<file path="src/hw/rtl/swm_pkg.sv">
`default_nettype none
// ----------------------------------------------------------------------------
// swm_pkg
// Shared constants and controller/datapath handshake types for the
// sliding-window median filter.
// ----------------------------------------------------------------------------
package swm_pkg;

  // Default sizing, handed down from the top level
  localparam int WINDOW_MAX_DEF  = 64;
  localparam int SAMPLE_BITS_DEF = 16;

  // Fixed field widths
  localparam int WIN_SIZE_BITS = 7;
  localparam int MEDIAN_BITS   = 17;

  // Window size after reset
  localparam logic [WIN_SIZE_BITS-1:0] WIN_SIZE_RESET = 7'd3;

  // Commands from the controller to the datapath
  typedef struct packed {
    logic load;      // latch the accepted sample, sanitize counters
    logic chk;       // write history, start remove or insert pass
    logic rem_rd;    // read sorted entry for the remove pass
    logic rem_wr;    // compare / shift down one entry
    logic ins_rd;    // read sorted entry below the insert point
    logic ins_wr;    // shift up one entry or place the sample
    logic med_a;     // read upper middle entry
    logic med_b;     // read lower middle entry
    logic out_load;  // load the result register
  } swm_cmd_t;

  // Status from the datapath to the controller
  typedef struct packed {
    logic full;       // window already holds K samples
    logic rem_last;   // remove pass is on its last entry
    logic ins_shift;  // insert pass keeps shifting
    logic emit;       // this sample produces a result
    logic out_free;   // result register can take a new result
  } swm_stat_t;

endpackage
`default_nettype wire

</file>
<file path="src/hw/rtl/swm_if.sv">
`default_nettype none
// ----------------------------------------------------------------------------
// swm_if
// Valid/ready channels of the sliding-window median filter: sample input,
// median output and window-size configuration.
// ----------------------------------------------------------------------------
interface swm_in_if #(
  parameter int SAMPLE_BITS = swm_pkg::SAMPLE_BITS_DEF
);
  logic                          valid;
  logic                          ready;
  logic signed [SAMPLE_BITS-1:0] sample;
  logic                          last_sample;

  modport source (output valid, output sample, output last_sample, input ready);
  modport sink   (input valid, input sample, input last_sample, output ready);
endinterface

interface swm_out_if;
  logic                                   valid;
  logic                                   ready;
  logic signed [swm_pkg::MEDIAN_BITS-1:0] median_x2;
  logic                                   stream_end;

  modport source (output valid, output median_x2, output stream_end, input ready);
  modport sink   (input valid, input median_x2, input stream_end, output ready);
endinterface

interface swm_cfg_if;
  logic                                valid;
  logic                                ready;
  logic [swm_pkg::WIN_SIZE_BITS-1:0]   window_size;

  modport source (output valid, output window_size, input ready);
  modport sink   (input valid, input window_size, output ready);
endinterface
`default_nettype wire

</file>
<file path="src/hw/rtl/swm_ctrl.sv">
`default_nettype none
// ----------------------------------------------------------------------------
// swm_ctrl
// Sequencer for one sample: history update, remove pass, insert pass,
// median read and result hand-off.
// ----------------------------------------------------------------------------
module swm_ctrl (
  input  wire logic               clk,
  input  wire logic               rst_n,
  input  wire logic               in_valid,
  output logic                    in_ready,
  input  wire swm_pkg::swm_stat_t stat,
  output swm_pkg::swm_cmd_t       cmd
);
  import swm_pkg::*;

  typedef enum logic [8:0] {
    S_IDLE   = 9'b000000001,
    S_CHK    = 9'b000000010,
    S_REM_RD = 9'b000000100,
    S_REM_WR = 9'b000001000,
    S_INS_RD = 9'b000010000,
    S_INS_WR = 9'b000100000,
    S_MED_A  = 9'b001000000,
    S_MED_B  = 9'b010000000,
    S_MED_C  = 9'b100000000
  } state_t;

  state_t state_r, state_nxt;

  assign in_ready = (state_r == S_IDLE);

  // Next state and command decode
  always_comb begin
    state_nxt = state_r;
    cmd       = '0;
    case (state_r)
      S_IDLE: begin
        if (in_valid) begin
          cmd.load  = 1'b1;
          state_nxt = S_CHK;
        end
      end
      S_CHK: begin
        cmd.chk   = 1'b1;
        state_nxt = stat.full ? S_REM_RD : S_INS_RD;
      end
      S_REM_RD: begin
        cmd.rem_rd = 1'b1;
        state_nxt  = S_REM_WR;
      end
      S_REM_WR: begin
        cmd.rem_wr = 1'b1;
        state_nxt  = stat.rem_last ? S_INS_RD : S_REM_RD;
      end
      S_INS_RD: begin
        cmd.ins_rd = 1'b1;
        state_nxt  = S_INS_WR;
      end
      S_INS_WR: begin
        cmd.ins_wr = 1'b1;
        if (stat.ins_shift) begin
          state_nxt = S_INS_RD;
        end else if (stat.emit) begin
          state_nxt = S_MED_A;
        end else begin
          state_nxt = S_IDLE;
        end
      end
      S_MED_A: begin
        cmd.med_a = 1'b1;
        state_nxt = S_MED_B;
      end
      S_MED_B: begin
        cmd.med_b = 1'b1;
        state_nxt = S_MED_C;
      end
      S_MED_C: begin
        // hold here until the result register frees up
        if (stat.out_free) begin
          cmd.out_load = 1'b1;
          state_nxt    = S_IDLE;
        end
      end
      default: begin
        state_nxt = S_IDLE;
      end
    endcase
  end

  always_ff @(posedge clk) begin
    if (!rst_n) begin
      state_r <= S_IDLE;
    end else begin
      state_r <= state_nxt;
    end
  end

endmodule
`default_nettype wire

</file>
<file path="src/hw/rtl/swm_dpath.sv">
`default_nettype none
// ----------------------------------------------------------------------------
// swm_dpath
// History ring, sorted store, fill/oldest counters, scan index, median adder
// and result register.
// ----------------------------------------------------------------------------
module swm_dpath #(
  parameter int WINDOW_MAX  = swm_pkg::WINDOW_MAX_DEF,
  parameter int SAMPLE_BITS = swm_pkg::SAMPLE_BITS_DEF
) (
  input  wire logic                                   clk,
  input  wire logic                                   rst_n,
  input  wire swm_pkg::swm_cmd_t                      cmd,
  output swm_pkg::swm_stat_t                          stat,
  input  wire logic signed [SAMPLE_BITS-1:0]          in_sample,
  input  wire logic                                   in_last,
  input  wire logic                                   cfg_we,
  input  wire logic [swm_pkg::WIN_SIZE_BITS-1:0]      cfg_window_size,
  output logic                                        out_valid,
  input  wire logic                                   out_ready,
  output logic signed [swm_pkg::MEDIAN_BITS-1:0]      out_median_x2,
  output logic                                        out_stream_end
);
  import swm_pkg::*;

  localparam int CW = $clog2(WINDOW_MAX + 1);                    // counts 0..WINDOW_MAX
  localparam int AW = (WINDOW_MAX > 1) ? $clog2(WINDOW_MAX) : 1; // store address
  localparam int EW = (CW > WIN_SIZE_BITS) ? CW : WIN_SIZE_BITS;
  localparam int SW = (SAMPLE_BITS + 1 > MEDIAN_BITS) ? SAMPLE_BITS + 1 : MEDIAN_BITS;

  // Stores
  logic signed [SAMPLE_BITS-1:0] sort_mem [WINDOW_MAX];
  logic signed [SAMPLE_BITS-1:0] hist_mem [WINDOW_MAX];

  logic [WIN_SIZE_BITS-1:0]      win_r;
  logic [CW-1:0]                 fill_r, fill_nxt;
  logic [AW-1:0]                 oldest_r, oldest_nxt;
  logic [CW-1:0]                 j_r, j_nxt;
  logic                          found_r, found_nxt;
  logic                          was_full_r;
  logic signed [SAMPLE_BITS-1:0] samp_r;
  logic                          last_r;
  logic signed [SAMPLE_BITS-1:0] hist_rd_r;
  logic signed [SAMPLE_BITS-1:0] sort_rd_r;
  logic signed [SAMPLE_BITS-1:0] a_r;
  logic                          out_valid_r;
  logic signed [MEDIAN_BITS-1:0] out_median_r;
  logic                          out_end_r;

  logic [EW-1:0]                 win_e;
  logic [CW-1:0]                 k;
  logic [AW-1:0]                 h_a;
  logic [CW-1:0]                 jm1;
  logic [CW-1:0]                 fill_p1;
  logic [CW-1:0]                 oldest_p1;
  logic                          ent_eq;
  logic                          sort_we;
  logic [AW-1:0]                 sort_wa;
  logic signed [SAMPLE_BITS-1:0] sort_wd;
  logic                          sort_re;
  logic [AW-1:0]                 sort_ra;
  logic                          hist_we;
  logic [AW-1:0]                 hist_wa;
  logic signed [SW-1:0]          sum_w;

  // Effective window: zero means one, saturate at WINDOW_MAX
  assign win_e = EW'(win_r);
  always_comb begin
    if (win_r == '0) begin
      k = CW'(1);
    end else if (win_e > EW'(WINDOW_MAX)) begin
      k = CW'(WINDOW_MAX);
    end else begin
      k = win_e[CW-1:0];
    end
  end

  assign h_a       = AW'(k >> 1);
  assign jm1       = j_r - CW'(1);
  assign fill_p1   = fill_r + CW'(1);
  assign oldest_p1 = CW'(oldest_r) + CW'(1);
  assign ent_eq    = (sort_rd_r == hist_rd_r);

  // Status to the controller
  assign stat.full      = (fill_r == k);
  assign stat.rem_last  = ((j_r + CW'(1)) == k);
  assign stat.ins_shift = (j_r != '0) && (sort_rd_r > samp_r);
  assign stat.emit      = was_full_r || (fill_p1 == k);
  assign stat.out_free  = !out_valid_r || out_ready;

  // Sorted store port selection
  always_comb begin
    sort_we = 1'b0;
    sort_wa = j_r[AW-1:0];
    sort_wd = samp_r;
    if (cmd.rem_wr && found_r) begin
      // close the gap left by the removed entry
      sort_we = 1'b1;
      sort_wa = jm1[AW-1:0];
      sort_wd = sort_rd_r;
    end else if (cmd.ins_wr) begin
      sort_we = 1'b1;
      sort_wa = j_r[AW-1:0];
      sort_wd = stat.ins_shift ? sort_rd_r : samp_r;
    end
  end

  always_comb begin
    sort_re = cmd.rem_rd | (cmd.ins_rd && (j_r != '0)) | cmd.med_a | cmd.med_b;
    sort_ra = j_r[AW-1:0];
    if (cmd.ins_rd) begin
      sort_ra = jm1[AW-1:0];
    end else if (cmd.med_a) begin
      sort_ra = h_a;
    end else if (cmd.med_b) begin
      sort_ra = k[0] ? h_a : (h_a - AW'(1));
    end
  end

  assign hist_we = cmd.chk;
  assign hist_wa = stat.full ? oldest_r : fill_r[AW-1:0];

  // Memories
  always_ff @(posedge clk) begin
    if (sort_we) begin
      sort_mem[sort_wa] <= sort_wd;
    end
    if (sort_re) begin
      sort_rd_r <= sort_mem[sort_ra];
    end
  end

  always_ff @(posedge clk) begin
    if (hist_we) begin
      hist_mem[hist_wa] <= samp_r;
    end
    if (cmd.chk) begin
      hist_rd_r <= hist_mem[oldest_r];
    end
  end

  // Scan index and remove-pass match flag
  always_comb begin
    j_nxt     = j_r;
    found_nxt = found_r;
    if (cmd.chk) begin
      j_nxt     = stat.full ? '0 : fill_r;
      found_nxt = 1'b0;
    end else if (cmd.rem_wr) begin
      found_nxt = found_r | ent_eq;
      if (stat.rem_last) begin
        j_nxt = found_nxt ? (k - CW'(1)) : k;
      end else begin
        j_nxt = j_r + CW'(1);
      end
    end else if (cmd.ins_wr && stat.ins_shift) begin
      j_nxt = jm1;
    end
  end

  // Fill and oldest counters
  always_comb begin
    fill_nxt   = fill_r;
    oldest_nxt = oldest_r;
    if (cmd.load) begin
      if (fill_r > k) begin
        fill_nxt   = '0;
        oldest_nxt = '0;
      end else if (CW'(oldest_r) >= k) begin
        oldest_nxt = '0;
      end
    end else if (cmd.ins_wr && !stat.ins_shift) begin
      if (last_r) begin
        fill_nxt   = '0;
        oldest_nxt = '0;
      end else if (!was_full_r) begin
        fill_nxt   = fill_p1;
        oldest_nxt = '0;
      end else if (oldest_p1 == k) begin
        oldest_nxt = '0;
      end else begin
        oldest_nxt = oldest_p1[AW-1:0];
      end
    end
    if (cfg_we) begin
      fill_nxt   = '0;
      oldest_nxt = '0;
    end
  end

  always_ff @(posedge clk) begin
    if (!rst_n) begin
      win_r    <= WIN_SIZE_RESET;
      fill_r   <= '0;
      oldest_r <= '0;
    end else begin
      if (cfg_we) begin
        win_r <= cfg_window_size;
      end
      fill_r   <= fill_nxt;
      oldest_r <= oldest_nxt;
    end
  end

  // Per-item working registers
  always_ff @(posedge clk) begin
    j_r     <= j_nxt;
    found_r <= found_nxt;
    if (cmd.load) begin
      samp_r <= in_sample;
      last_r <= in_last;
    end
    if (cmd.chk) begin
      was_full_r <= stat.full;
    end
    if (cmd.med_b) begin
      a_r <= sort_rd_r;
    end
  end

  // Twice the median: upper middle plus lower middle (same entry for odd K)
  assign sum_w = SW'(a_r) + SW'(sort_rd_r);

  // Result register
  always_ff @(posedge clk) begin
    if (!rst_n) begin
      out_valid_r <= 1'b0;
    end else if (cmd.out_load) begin
      out_valid_r <= 1'b1;
    end else if (out_ready) begin
      out_valid_r <= 1'b0;
    end
  end

  always_ff @(posedge clk) begin
    if (cmd.out_load) begin
      out_median_r <= sum_w[MEDIAN_BITS-1:0];
      out_end_r    <= last_r;
    end
  end

  assign out_valid      = out_valid_r;
  assign out_median_x2  = out_median_r;
  assign out_stream_end = out_end_r;

endmodule
`default_nettype wire

</file>
<file path="src/hw/rtl/sliding_window_median.sv">
`default_nettype none
// ----------------------------------------------------------------------------
// sliding_window_median
// Running median filter over the last K signed samples; the result is twice
// the median, so an even window gives the exact sum of the two middle values.
//
// Usage:
//   in_if  : one sample per transfer, last_sample closes the stream and
//            empties the window after that sample.
//   out_if : one result per sample once K samples are held; none while the
//            window fills. stream_end marks the result of the last sample.
//   cfg_if : window_size (K); a write empties the window. Write only while
//            the block is idle. Zero acts as 1, values above WINDOW_MAX
//            saturate.
// Sequence:
//   One sample at a time; P insert steps (1 to K, or 1 to F+1 while F
//   samples are held). A full window first takes a remove pass over all K
//   entries; a sample with a result then takes two median reads and waits
//   for the result register. Each sorted-store entry is handled as a read
//   step followed by a write step.
// Reset: window_size returns to 3, the window is empty, no result pending.
// Stall: a result sits in the output register while out_if.ready is low; the
//   next sample is still taken and processed, and waits before hand-off.
// ----------------------------------------------------------------------------
module sliding_window_median #(
  parameter int WINDOW_MAX  = swm_pkg::WINDOW_MAX_DEF,
  parameter int SAMPLE_BITS = swm_pkg::SAMPLE_BITS_DEF
) (
  input  wire logic   clk,
  input  wire logic   rst_n,
  swm_in_if.sink      in_if,
  swm_out_if.source   out_if,
  swm_cfg_if.sink     cfg_if
);
  import swm_pkg::*;

  swm_cmd_t  cmd;
  swm_stat_t stat;
  logic      ctl_in_ready;

  assign in_if.ready  = ctl_in_ready;
  assign cfg_if.ready = 1'b1;

  // Sequencer
  swm_ctrl u_ctrl (
    .clk      (clk),
    .rst_n    (rst_n),
    .in_valid (in_if.valid),
    .in_ready (ctl_in_ready),
    .stat     (stat),
    .cmd      (cmd)
  );

  // Stores, counters and result register
  swm_dpath #(
    .WINDOW_MAX  (WINDOW_MAX),
    .SAMPLE_BITS (SAMPLE_BITS)
  ) u_dpath (
    .clk             (clk),
    .rst_n           (rst_n),
    .cmd             (cmd),
    .stat            (stat),
    .in_sample       (in_if.sample),
    .in_last         (in_if.last_sample),
    .cfg_we          (cfg_if.valid),
    .cfg_window_size (cfg_if.window_size),
    .out_valid       (out_if.valid),
    .out_ready       (out_if.ready),
    .out_median_x2   (out_if.median_x2),
    .out_stream_end  (out_if.stream_end)
  );

endmodule
`default_nettype wire

</file>
<file path="src/flat_wrapper.sv">
// flat-port wrapper written by rule: the top's interface ports become plain ports
module sliding_window_median_flat import swm_pkg::*;
#(
  parameter int WINDOW_MAX  = swm_pkg::WINDOW_MAX_DEF,
  parameter int SAMPLE_BITS = swm_pkg::SAMPLE_BITS_DEF
)
  (clk, rst_n, in_if_valid, in_if_sample, in_if_last_sample, in_if_ready, out_if_valid, out_if_median_x2, out_if_stream_end, out_if_ready, cfg_if_valid, cfg_if_window_size, cfg_if_ready);
  swm_in_if #(.SAMPLE_BITS(SAMPLE_BITS)) in_if_i ();
  swm_out_if out_if_i ();
  swm_cfg_if cfg_if_i ();
  input  wire logic clk;
  input  wire logic rst_n;
  input wire logic [$bits(in_if_i.valid)-1:0] in_if_valid;
  input wire logic [$bits(in_if_i.sample)-1:0] in_if_sample;
  input wire logic [$bits(in_if_i.last_sample)-1:0] in_if_last_sample;
  output wire logic [$bits(in_if_i.ready)-1:0] in_if_ready;
  output wire logic [$bits(out_if_i.valid)-1:0] out_if_valid;
  output wire logic [$bits(out_if_i.median_x2)-1:0] out_if_median_x2;
  output wire logic [$bits(out_if_i.stream_end)-1:0] out_if_stream_end;
  input wire logic [$bits(out_if_i.ready)-1:0] out_if_ready;
  input wire logic [$bits(cfg_if_i.valid)-1:0] cfg_if_valid;
  input wire logic [$bits(cfg_if_i.window_size)-1:0] cfg_if_window_size;
  output wire logic [$bits(cfg_if_i.ready)-1:0] cfg_if_ready;
  assign in_if_i.valid = in_if_valid;
  assign in_if_i.sample = in_if_sample;
  assign in_if_i.last_sample = in_if_last_sample;
  assign in_if_ready = in_if_i.ready;
  assign out_if_valid = out_if_i.valid;
  assign out_if_median_x2 = out_if_i.median_x2;
  assign out_if_stream_end = out_if_i.stream_end;
  assign out_if_i.ready = out_if_ready;
  assign cfg_if_i.valid = cfg_if_valid;
  assign cfg_if_i.window_size = cfg_if_window_size;
  assign cfg_if_ready = cfg_if_i.ready;
  sliding_window_median #(.WINDOW_MAX(WINDOW_MAX), .SAMPLE_BITS(SAMPLE_BITS)) u_core (.clk(clk), .rst_n(rst_n), .in_if(in_if_i), .out_if(out_if_i), .cfg_if(cfg_if_i));
endmodule
</file>
<file path="config.mk">
export PLATFORM = sky130hd
export DESIGN_NAME = sliding_window_median_flat
export DESIGN_NICKNAME = d
export VERILOG_FILES = /design/src/hw/rtl/swm_pkg.sv /design/src/hw/rtl/swm_if.sv /design/src/hw/rtl/swm_ctrl.sv /design/src/hw/rtl/swm_dpath.sv /design/src/hw/rtl/sliding_window_median.sv /design/src/flat_wrapper.sv
export SDC_FILE = /design/constraint.sdc
export NUM_CORES = 2
export LEC_CHECK = 0
export CORE_MARGIN = 2
export CORE_UTILIZATION = 65
export CTS_BUF_LIST = sky130_fd_sc_hd__clkbuf_4 sky130_fd_sc_hd__clkbuf_8
export DETAILED_ROUTE_END_ITERATION = 10
export DONT_BUFFER_PORTS = 1
export PLACE_DENSITY = 0.83
export SLEW_MARGIN = 25
export SYNTH_ARGS = -nofsm -noshare
export SYNTH_HDL_FRONTEND = slang
export SYNTH_SLANG_ARGS = --single-unit
</file>
<file path="constraint.sdc">
create_clock -name clk -period 7.8 [get_ports clk]
set_input_delay 1.17 -clock clk [delete_from_list [all_inputs] [get_ports clk]]
set_output_delay 1.17 -clock clk [all_outputs]
set_load 0.1 [all_outputs]
</file>
Word level (Yosys, flattened, before mapping):

Memories as Yosys holds them, arrays and structs flattened. A register that Yosys moved wholly into a read port is not among the register bits.
Index checks and enable logic that the tools add are counted.

* memories kept: 2
* memory bits (writable): 2048
* register bits after elaboration: 90

Memories
* u_core.u_dpath.hist_mem: depth 64, width 16, read ports 1, clocked after memory_dff 1, write ports 1, line swm_dpath.sv:33 `logic signed [SAMPLE_BITS-1:0] hist_mem [WINDOW_MAX];`
* u_core.u_dpath.sort_mem: depth 64, width 16, read ports 1, clocked after memory_dff 1, write ports 1, line swm_dpath.sv:32 `logic signed [SAMPLE_BITS-1:0] sort_mem [WINDOW_MAX];`

* bitwise operators: 5
* order comparisons: 4
* add/sub/neg operators: 7
* eq/ne operators: 19
* reductions and logical operators: 18
* mux-type cells: 55

Operator list (number)
* $mux 7: 14
* $pmux 9 s9: 1
* $mux 6: 13
* $mux 16: 3
* $eq 7x7->1: 4
* $mux 9: 3
* $mux 1: 19
* $add 16x16->17: 1
* $eq 16x16->1: 1
* $gt 16x16->1: 1
* $add 7x1->7 const B: 2
* $sub 7x1->7 const B: 2
* $mux 5: 2
* $eq 9x1->1 const B: 1
* $eq 9x2->1 const B: 1
* $eq 9x3->1 const B: 1
* $eq 9x4->1 const B: 1
* $eq 9x5->1 const B: 1
* $eq 9x6->1 const B: 1
* $eq 9x7->1 const B: 1
* $eq 9x8->1 const B: 1
* $eq 9x9->1 const B: 1
* $add 6x1->7 const B: 1
* $ge 6x7->1: 1
* other kinds (19): 31

Longest topological paths before layout:

* depth in word-level cells: 9
* mapped depth: 19
* depth with buffers taken out: 14

Cells and area by module:

Synthesis repeated with hierarchy kept, for this count alone.

* cells, all modules: 5016
* area total of the unflattened synthesis: 88503.6 um^2

Modules (own cells, without submodules)
* swm_dpath: cells each 4942, area each 87881.8 um^2, times used 1
* swm_ctrl: cells each 72, area each 610.6 um^2, times used 1
* sliding_window_median: cells each 2, area each 11.3 um^2, times used 1

Worst setup path after synthesis:

Ideal clock, no wire load.

* kind: reg2reg
* from: reg u_core.u_dpath.samp_r[1]
* to: mem u_core.u_dpath.sort_mem[0][15] (netlist bit), data pin
* path slack: 1.700 ns
* cell stages (with the launch flop): 13
* arrival time: 5.398 ns
* data required time: 7.098 ns
* cells stage by stage: edfxtp_1 inv_1 ha_1 nor2b_1 o21a_1 o21ai_0 a21oi_1 o31ai_1 nand4_1 nand4_1 nand2_1 clkbuf_1 o21ai_0

* longest elaborated chain between the ends: 5

RTL lines
* from (decl): line swm_dpath.sv:41 `logic signed [SAMPLE_BITS-1:0] samp_r;`
* from (signal assigned): line swm_dpath.sv:210 `samp_r <= in_sample;`
* $gt 16x16->1: line swm_dpath.sv:87 `assign stat.ins_shift = (j_r != '0) && (sort_rd_r > samp_r);`
* $logic_and 1x1->1: line swm_dpath.sv:87
* $mux 16: line swm_dpath.sv:104 `sort_wd = stat.ins_shift ? sort_rd_r : samp_r;`
* $mux 16: line swm_dpath.sv:101 `end else if (cmd.ins_wr) begin`
* $mux 16: line swm_dpath.sv:96 `if (cmd.rem_wr && found_r) begin`
* via u_core.u_dpath.sort_wd[15]: line swm_dpath.sv:59 `logic signed [SAMPLE_BITS-1:0] sort_wd;`
* to (decl): line swm_dpath.sv:32

The timed path passes the listed nets, and every way through them passes these cells.

Worst setup path in the final report:

* from: reg u_core.u_dpath.win_r[4] (netlist: u_core.u_dpath.win_e[4])
* to: reg u_core.u_dpath.sort_rd_r[13], read port of u_core.u_dpath.sort_mem, data pin

* longest elaborated chain between the ends: 8

RTL lines
* from (decl): line swm_dpath.sv:35 `logic [WIN_SIZE_BITS-1:0] win_r;`
* from (signal assigned): line swm_dpath.sv:198 `win_r <= cfg_window_size;`
* $gt 7x7->1: line swm_dpath.sv:71 `end else if (win_e > EW'(WINDOW_MAX)) begin`
* $mux 7: line swm_dpath.sv:71
* $mux 7 (*): line swm_dpath.sv:69 `if (win_r == '0) begin`
* $sub 6x1->6: line swm_dpath.sv:116 `sort_ra = k[0] ? h_a : (h_a - AW'(1));`
* $mux 6: line swm_dpath.sv:116
* $mux 6: line swm_dpath.sv:115 `end else if (cmd.med_b) begin`
* $mux 6 (*): line swm_dpath.sv:113 `end else if (cmd.med_a) begin`
* $mux 6 (*): line swm_dpath.sv:111 `if (cmd.ins_rd) begin`
* to (decl): line swm_dpath.sv:44 `logic signed [SAMPLE_BITS-1:0] sort_rd_r;`

Mark *: on every way between the ends. The rest lies on a longest branch, timed or not.
A chain may end at the register's enable or synchronous reset.

==> results.md <==
- Unrepaired setup endpoints after global routing: no
- TritonCTS Buffers: ~340
- Vias per Instance: about 7.1
- WL per Instance: 32.4 µm
- Initial DRC Count: 9454
- #FFs+latches synth: between 2000 and 2500
- DRT antenna net count: 0
- Fmax: around 160 MHz
- Critical path required time: 8.55 ns
- Critical-path maximum fanout: between 100 and 150
- Synth top area share: about three quarters
- Final WL: 241 mm
- Skew final: between 0.1 and 0.15 ns
- Synthesized area: a little under 90000 µm²
- Worst setup SP type: flop
- Clock Tree Buf Depth: 4
- Initial Util: around 65%
- Post-CTS sizing: 0
- Tot Pwr: between 20 and 25 mW
- Crit-path cells: or3_1 > o41ai_4 > inv_1 > ha_1 > nor4bb_1 > a211oi_1 > nand2b_2 > nand2_4 > buf_12 > mux4_2 > a22oi_1 > o21ai_0 > a211oi_1 > nor3_1
- Worst Path Arrival: around 6.9 ns
- H-Tree Depth: 5
- Syn_nets: ~5200
- Die area: 137000 µm²
- Gpl congestion: 0.920
- Post-synth cell types: between 80 and 90
- Clock Tree Root: clkbuf_8
- Crit path time final: roughly 6.1 ns
- CTS clk-pin slew, worst paths: around 0.07 ns
- Largest net degree at the start of global routing: roughly 150
- Detailed placement HPWL: around 140 mm
- Post-Syn Instances: a little over 5000
- Post-route core utilization: 72.5%
- Clock sinks: roughly 2200
- Vias in the first global route: between 50000 and 60000
- Residual DRC: 0
- Total Neg Setup Slack: 0 ns
- PwrDens: ~240 nW/µm²
- Static Leakage: about 31 nW
- Remaining global-route overflow: 0
- Relative slew slack: a little over a fifth
- Setup crit end: u_core.u_dpath.sort_rd_r[13]
- Routed vias: around 53000
- Global-route wire length before repair: roughly 340 mm
- # Post-CTS Setup Buffers: 0
- Crit-path most repeated cell: a211oi_1
- Run status: finished, final reports clean
- GRT Total Usage: about a third
- Cells on worst reg2reg path: 14
- Core Rows: ~130
- Post-synth EDFFs: around 2100
- # setup viols final: 0
- Worst Setup SP: u_core.u_dpath.win_e[4]
- First-pass detailed-route iteration total: 9
- Start of the worst register-to-register path: u_core.u_dpath.win_e[4]
- Yosys warning count: 0
- I/O pins: 50
- PortBufs: 0
- Layout area overhead: 10.7%
- Worst Hold Class: in2reg
- Critical-path top delay cell: a211oi_1
- MaxCap Viol Count: 0
- Top_reg_cell synth: edfxtp_1
- Worst skew pair latency: around 1.1 ns
- VDD IR-drop max: roughly 0.24 mV
- RR Endpoint: u_core.u_dpath.sort_rd_r[13]
- Tcrit/Tclk final: approximately 78%
- Final hold vios: 0
- Syn Area/Cell: roughly 17 µm²
- Ranking of synthesized cells by area: edfxtp_1 73%, mux4_2 9.4%, nand2_1 3.3%, nand3_1 1.0%, nor2_1 0.88%
- Hold_buf cts: 0
- Final #Nets: between 5000 and 6000
- Seq/Total Area, Yosys: between 70% and 80%
- Share of layout cells above drive strength 1: between 20% and 30%
- Die Ht: 371 µm
- Worst slew pin tran: 1.17 ns
- Initial antenna violation count: 10
- Flop2flop setup slack: 1.70 ns
- Die X-Extent: roughly 370 µm
- Synth area leader: edfxtp_1
- Core region area: 133000 µm²
- CTS tree: yes
- Crit path largest cell delay: roughly 0.91 ns
- Slew Limit Fails: 0
- WS Path Type: reg2reg
- Critical path capture point type: flop
- Asr flop ratio synth: 0%
[worst max-delay path: cells and delay by family (launching register included)]
kind | cells | cell delay [ns]
adders and majority gates | 1 | 0.36
buffers and inverters | 2 | 0.64
muxes | 1 | 0.58
and+or+nand+nor | 5 | 1.83
DFF | 1 | 0.42
AOI/OAI and AO/OA | 5 | 1.91
[report_power, final]
group          internal, mW  total [mW]  switching [mW]  leakage [nW]
Combinational         0.189       0.905           0.717          8.39
Clock                  4.90        9.26            4.35          3.34
Sequential             13.0        13.1          0.0631          19.5
[Yosys cell counts, drive strengths merged, types with 11 or more instances]
cell type / instances
mux4: 363
a32o: 12
nor2: 207
a311o: 11
o22ai: 11
a211oi: 88
a31oi: 65
a41oi: 12
inv: 56
clkbuf: 189
nand3: 178
and3: 121
a21oi: 84
buf: 120
nand2: 771
o21ai: 122
nand2b: 23
nor4: 11
a311oi: 76
dfxtp: 31
xnor2: 48
nor3: 55
a221oi: 31
a21o: 19
ha: 53
mux2i: 49
xor2: 13
nand4: 25
edfxtp: 2139
[cell families (layout without fill, tap and decap cells)]
kind of cell / Yosys count / after routing / synth area share (%)
fa+ha+maj: 55 / 55 / 0.793
mux: 416 / 416 / 9.97
compound gates: 629 / 629 / 5.27
buf+inv: 368 / 848 / 1.76
simple gates: 1458 / 1458 / 7.40
xor+xnor: 61 / 61 / 0.611
other cells: 1 / 10 / 0.00429
flops: 2170 / 2170 / 74.2
[sequential cells by signal, summed over array words and instances, names as in the netlist]
signal / count
u_core.u_ctrl.state_r: 9
u_core.u_dpath.a_r: 16
u_core.u_dpath.fill_r: 7
u_core.u_dpath.found_r: 1
u_core.u_dpath.hist_mem: 1024
u_core.u_dpath.hist_rd_r: 16
u_core.u_dpath.j_r: 7
u_core.u_dpath.last_r: 1
u_core.u_dpath.oldest_r: 6
u_core.u_dpath.out_median_x2: 17
u_core.u_dpath.out_stream_end: 1
u_core.u_dpath.out_valid: 1
u_core.u_dpath.samp_r: 16
u_core.u_dpath.sort_mem: 1024
u_core.u_dpath.sort_rd_r: 16
u_core.u_dpath.was_full_r: 1
u_core.u_dpath.win_e: 7
[per-stage QoR]
stage / instances / setup WS, ns / cell area (µm²) / hold WS, ns
final: 7415 / 1.70 / 96700 / 0.216
after global routing: 7410 / 1.48 / 96700 / 0.187
after CTS: 7403 / 1.49 / 96600 / 0.164
after detailed placement: 6832 / 1.43 / 90300 / 0.540
after global placement: 6832 / 1.60 / 90300 / 0.519
after floorplan: 5158 / 1.70 / 87400 / 0.489
[cells in the final DEF (no fill, tap or decap), types with 37 or more instances in the layout]
cell	count
mux2i_1	49
nor3_1	55
a21oi_1	84
a311oi_1	75
nand3_1	177
a211oi_1	56
clkbuf_4	83
o21ai_0	84
clkinv_1	87
xnor2_1	48
mux4_2	363
inv_1	55
edfxtp_1	2139
nand2_1	769
ha_1	53
clkbuf_8	351
clkinv_2	37
and3_1	119
nor2_1	201
a31oi_1	64
buf_4	205
[layout make-up]
| class | count | area, µm² |
|---|---|---|
| Antenna cell | 9 | 22.5 |
| Clock buffer | 434 | 5450 |
| Clock inverter | 137 | 868 |
| Fill cell | 7283 | 36700 |
| Inverter | 59 | 221 |
| Multi-Input combinational cell | 2620 | 21300 |
| Sequential cell | 2170 | 64900 |
| Tap cell | 1768 | 2210 |
| Timing Repair Buffer | 218 | 1800 |
[worst min path at each step]
stage                                         from                              end  depth (start not counted)
after floorplan              u_core.u_dpath.last_r    u_core.u_dpath.out_stream_end                          0
after global placement    u_core.u_dpath.fill_r[0]         u_core.u_dpath.fill_r[0]                          1
after detailed placement     u_core.u_dpath.a_r[0]  u_core.u_dpath.out_median_x2[0]                          1
after CTS                          in_if_sample[3]         u_core.u_dpath.samp_r[3]                          0
after global routing              in_if_sample[15]        u_core.u_dpath.samp_r[15]                          0
final                              in_if_sample[3]         u_core.u_dpath.samp_r[3]                          0
[routing by layer]
metal	wire length, µm	track usage (%)
met1	77700	43.8
met2	115000	54.1
met3	32400	9.20
met4	15500	18.5
met5	25	0
(Power assumes the default switching activity.)
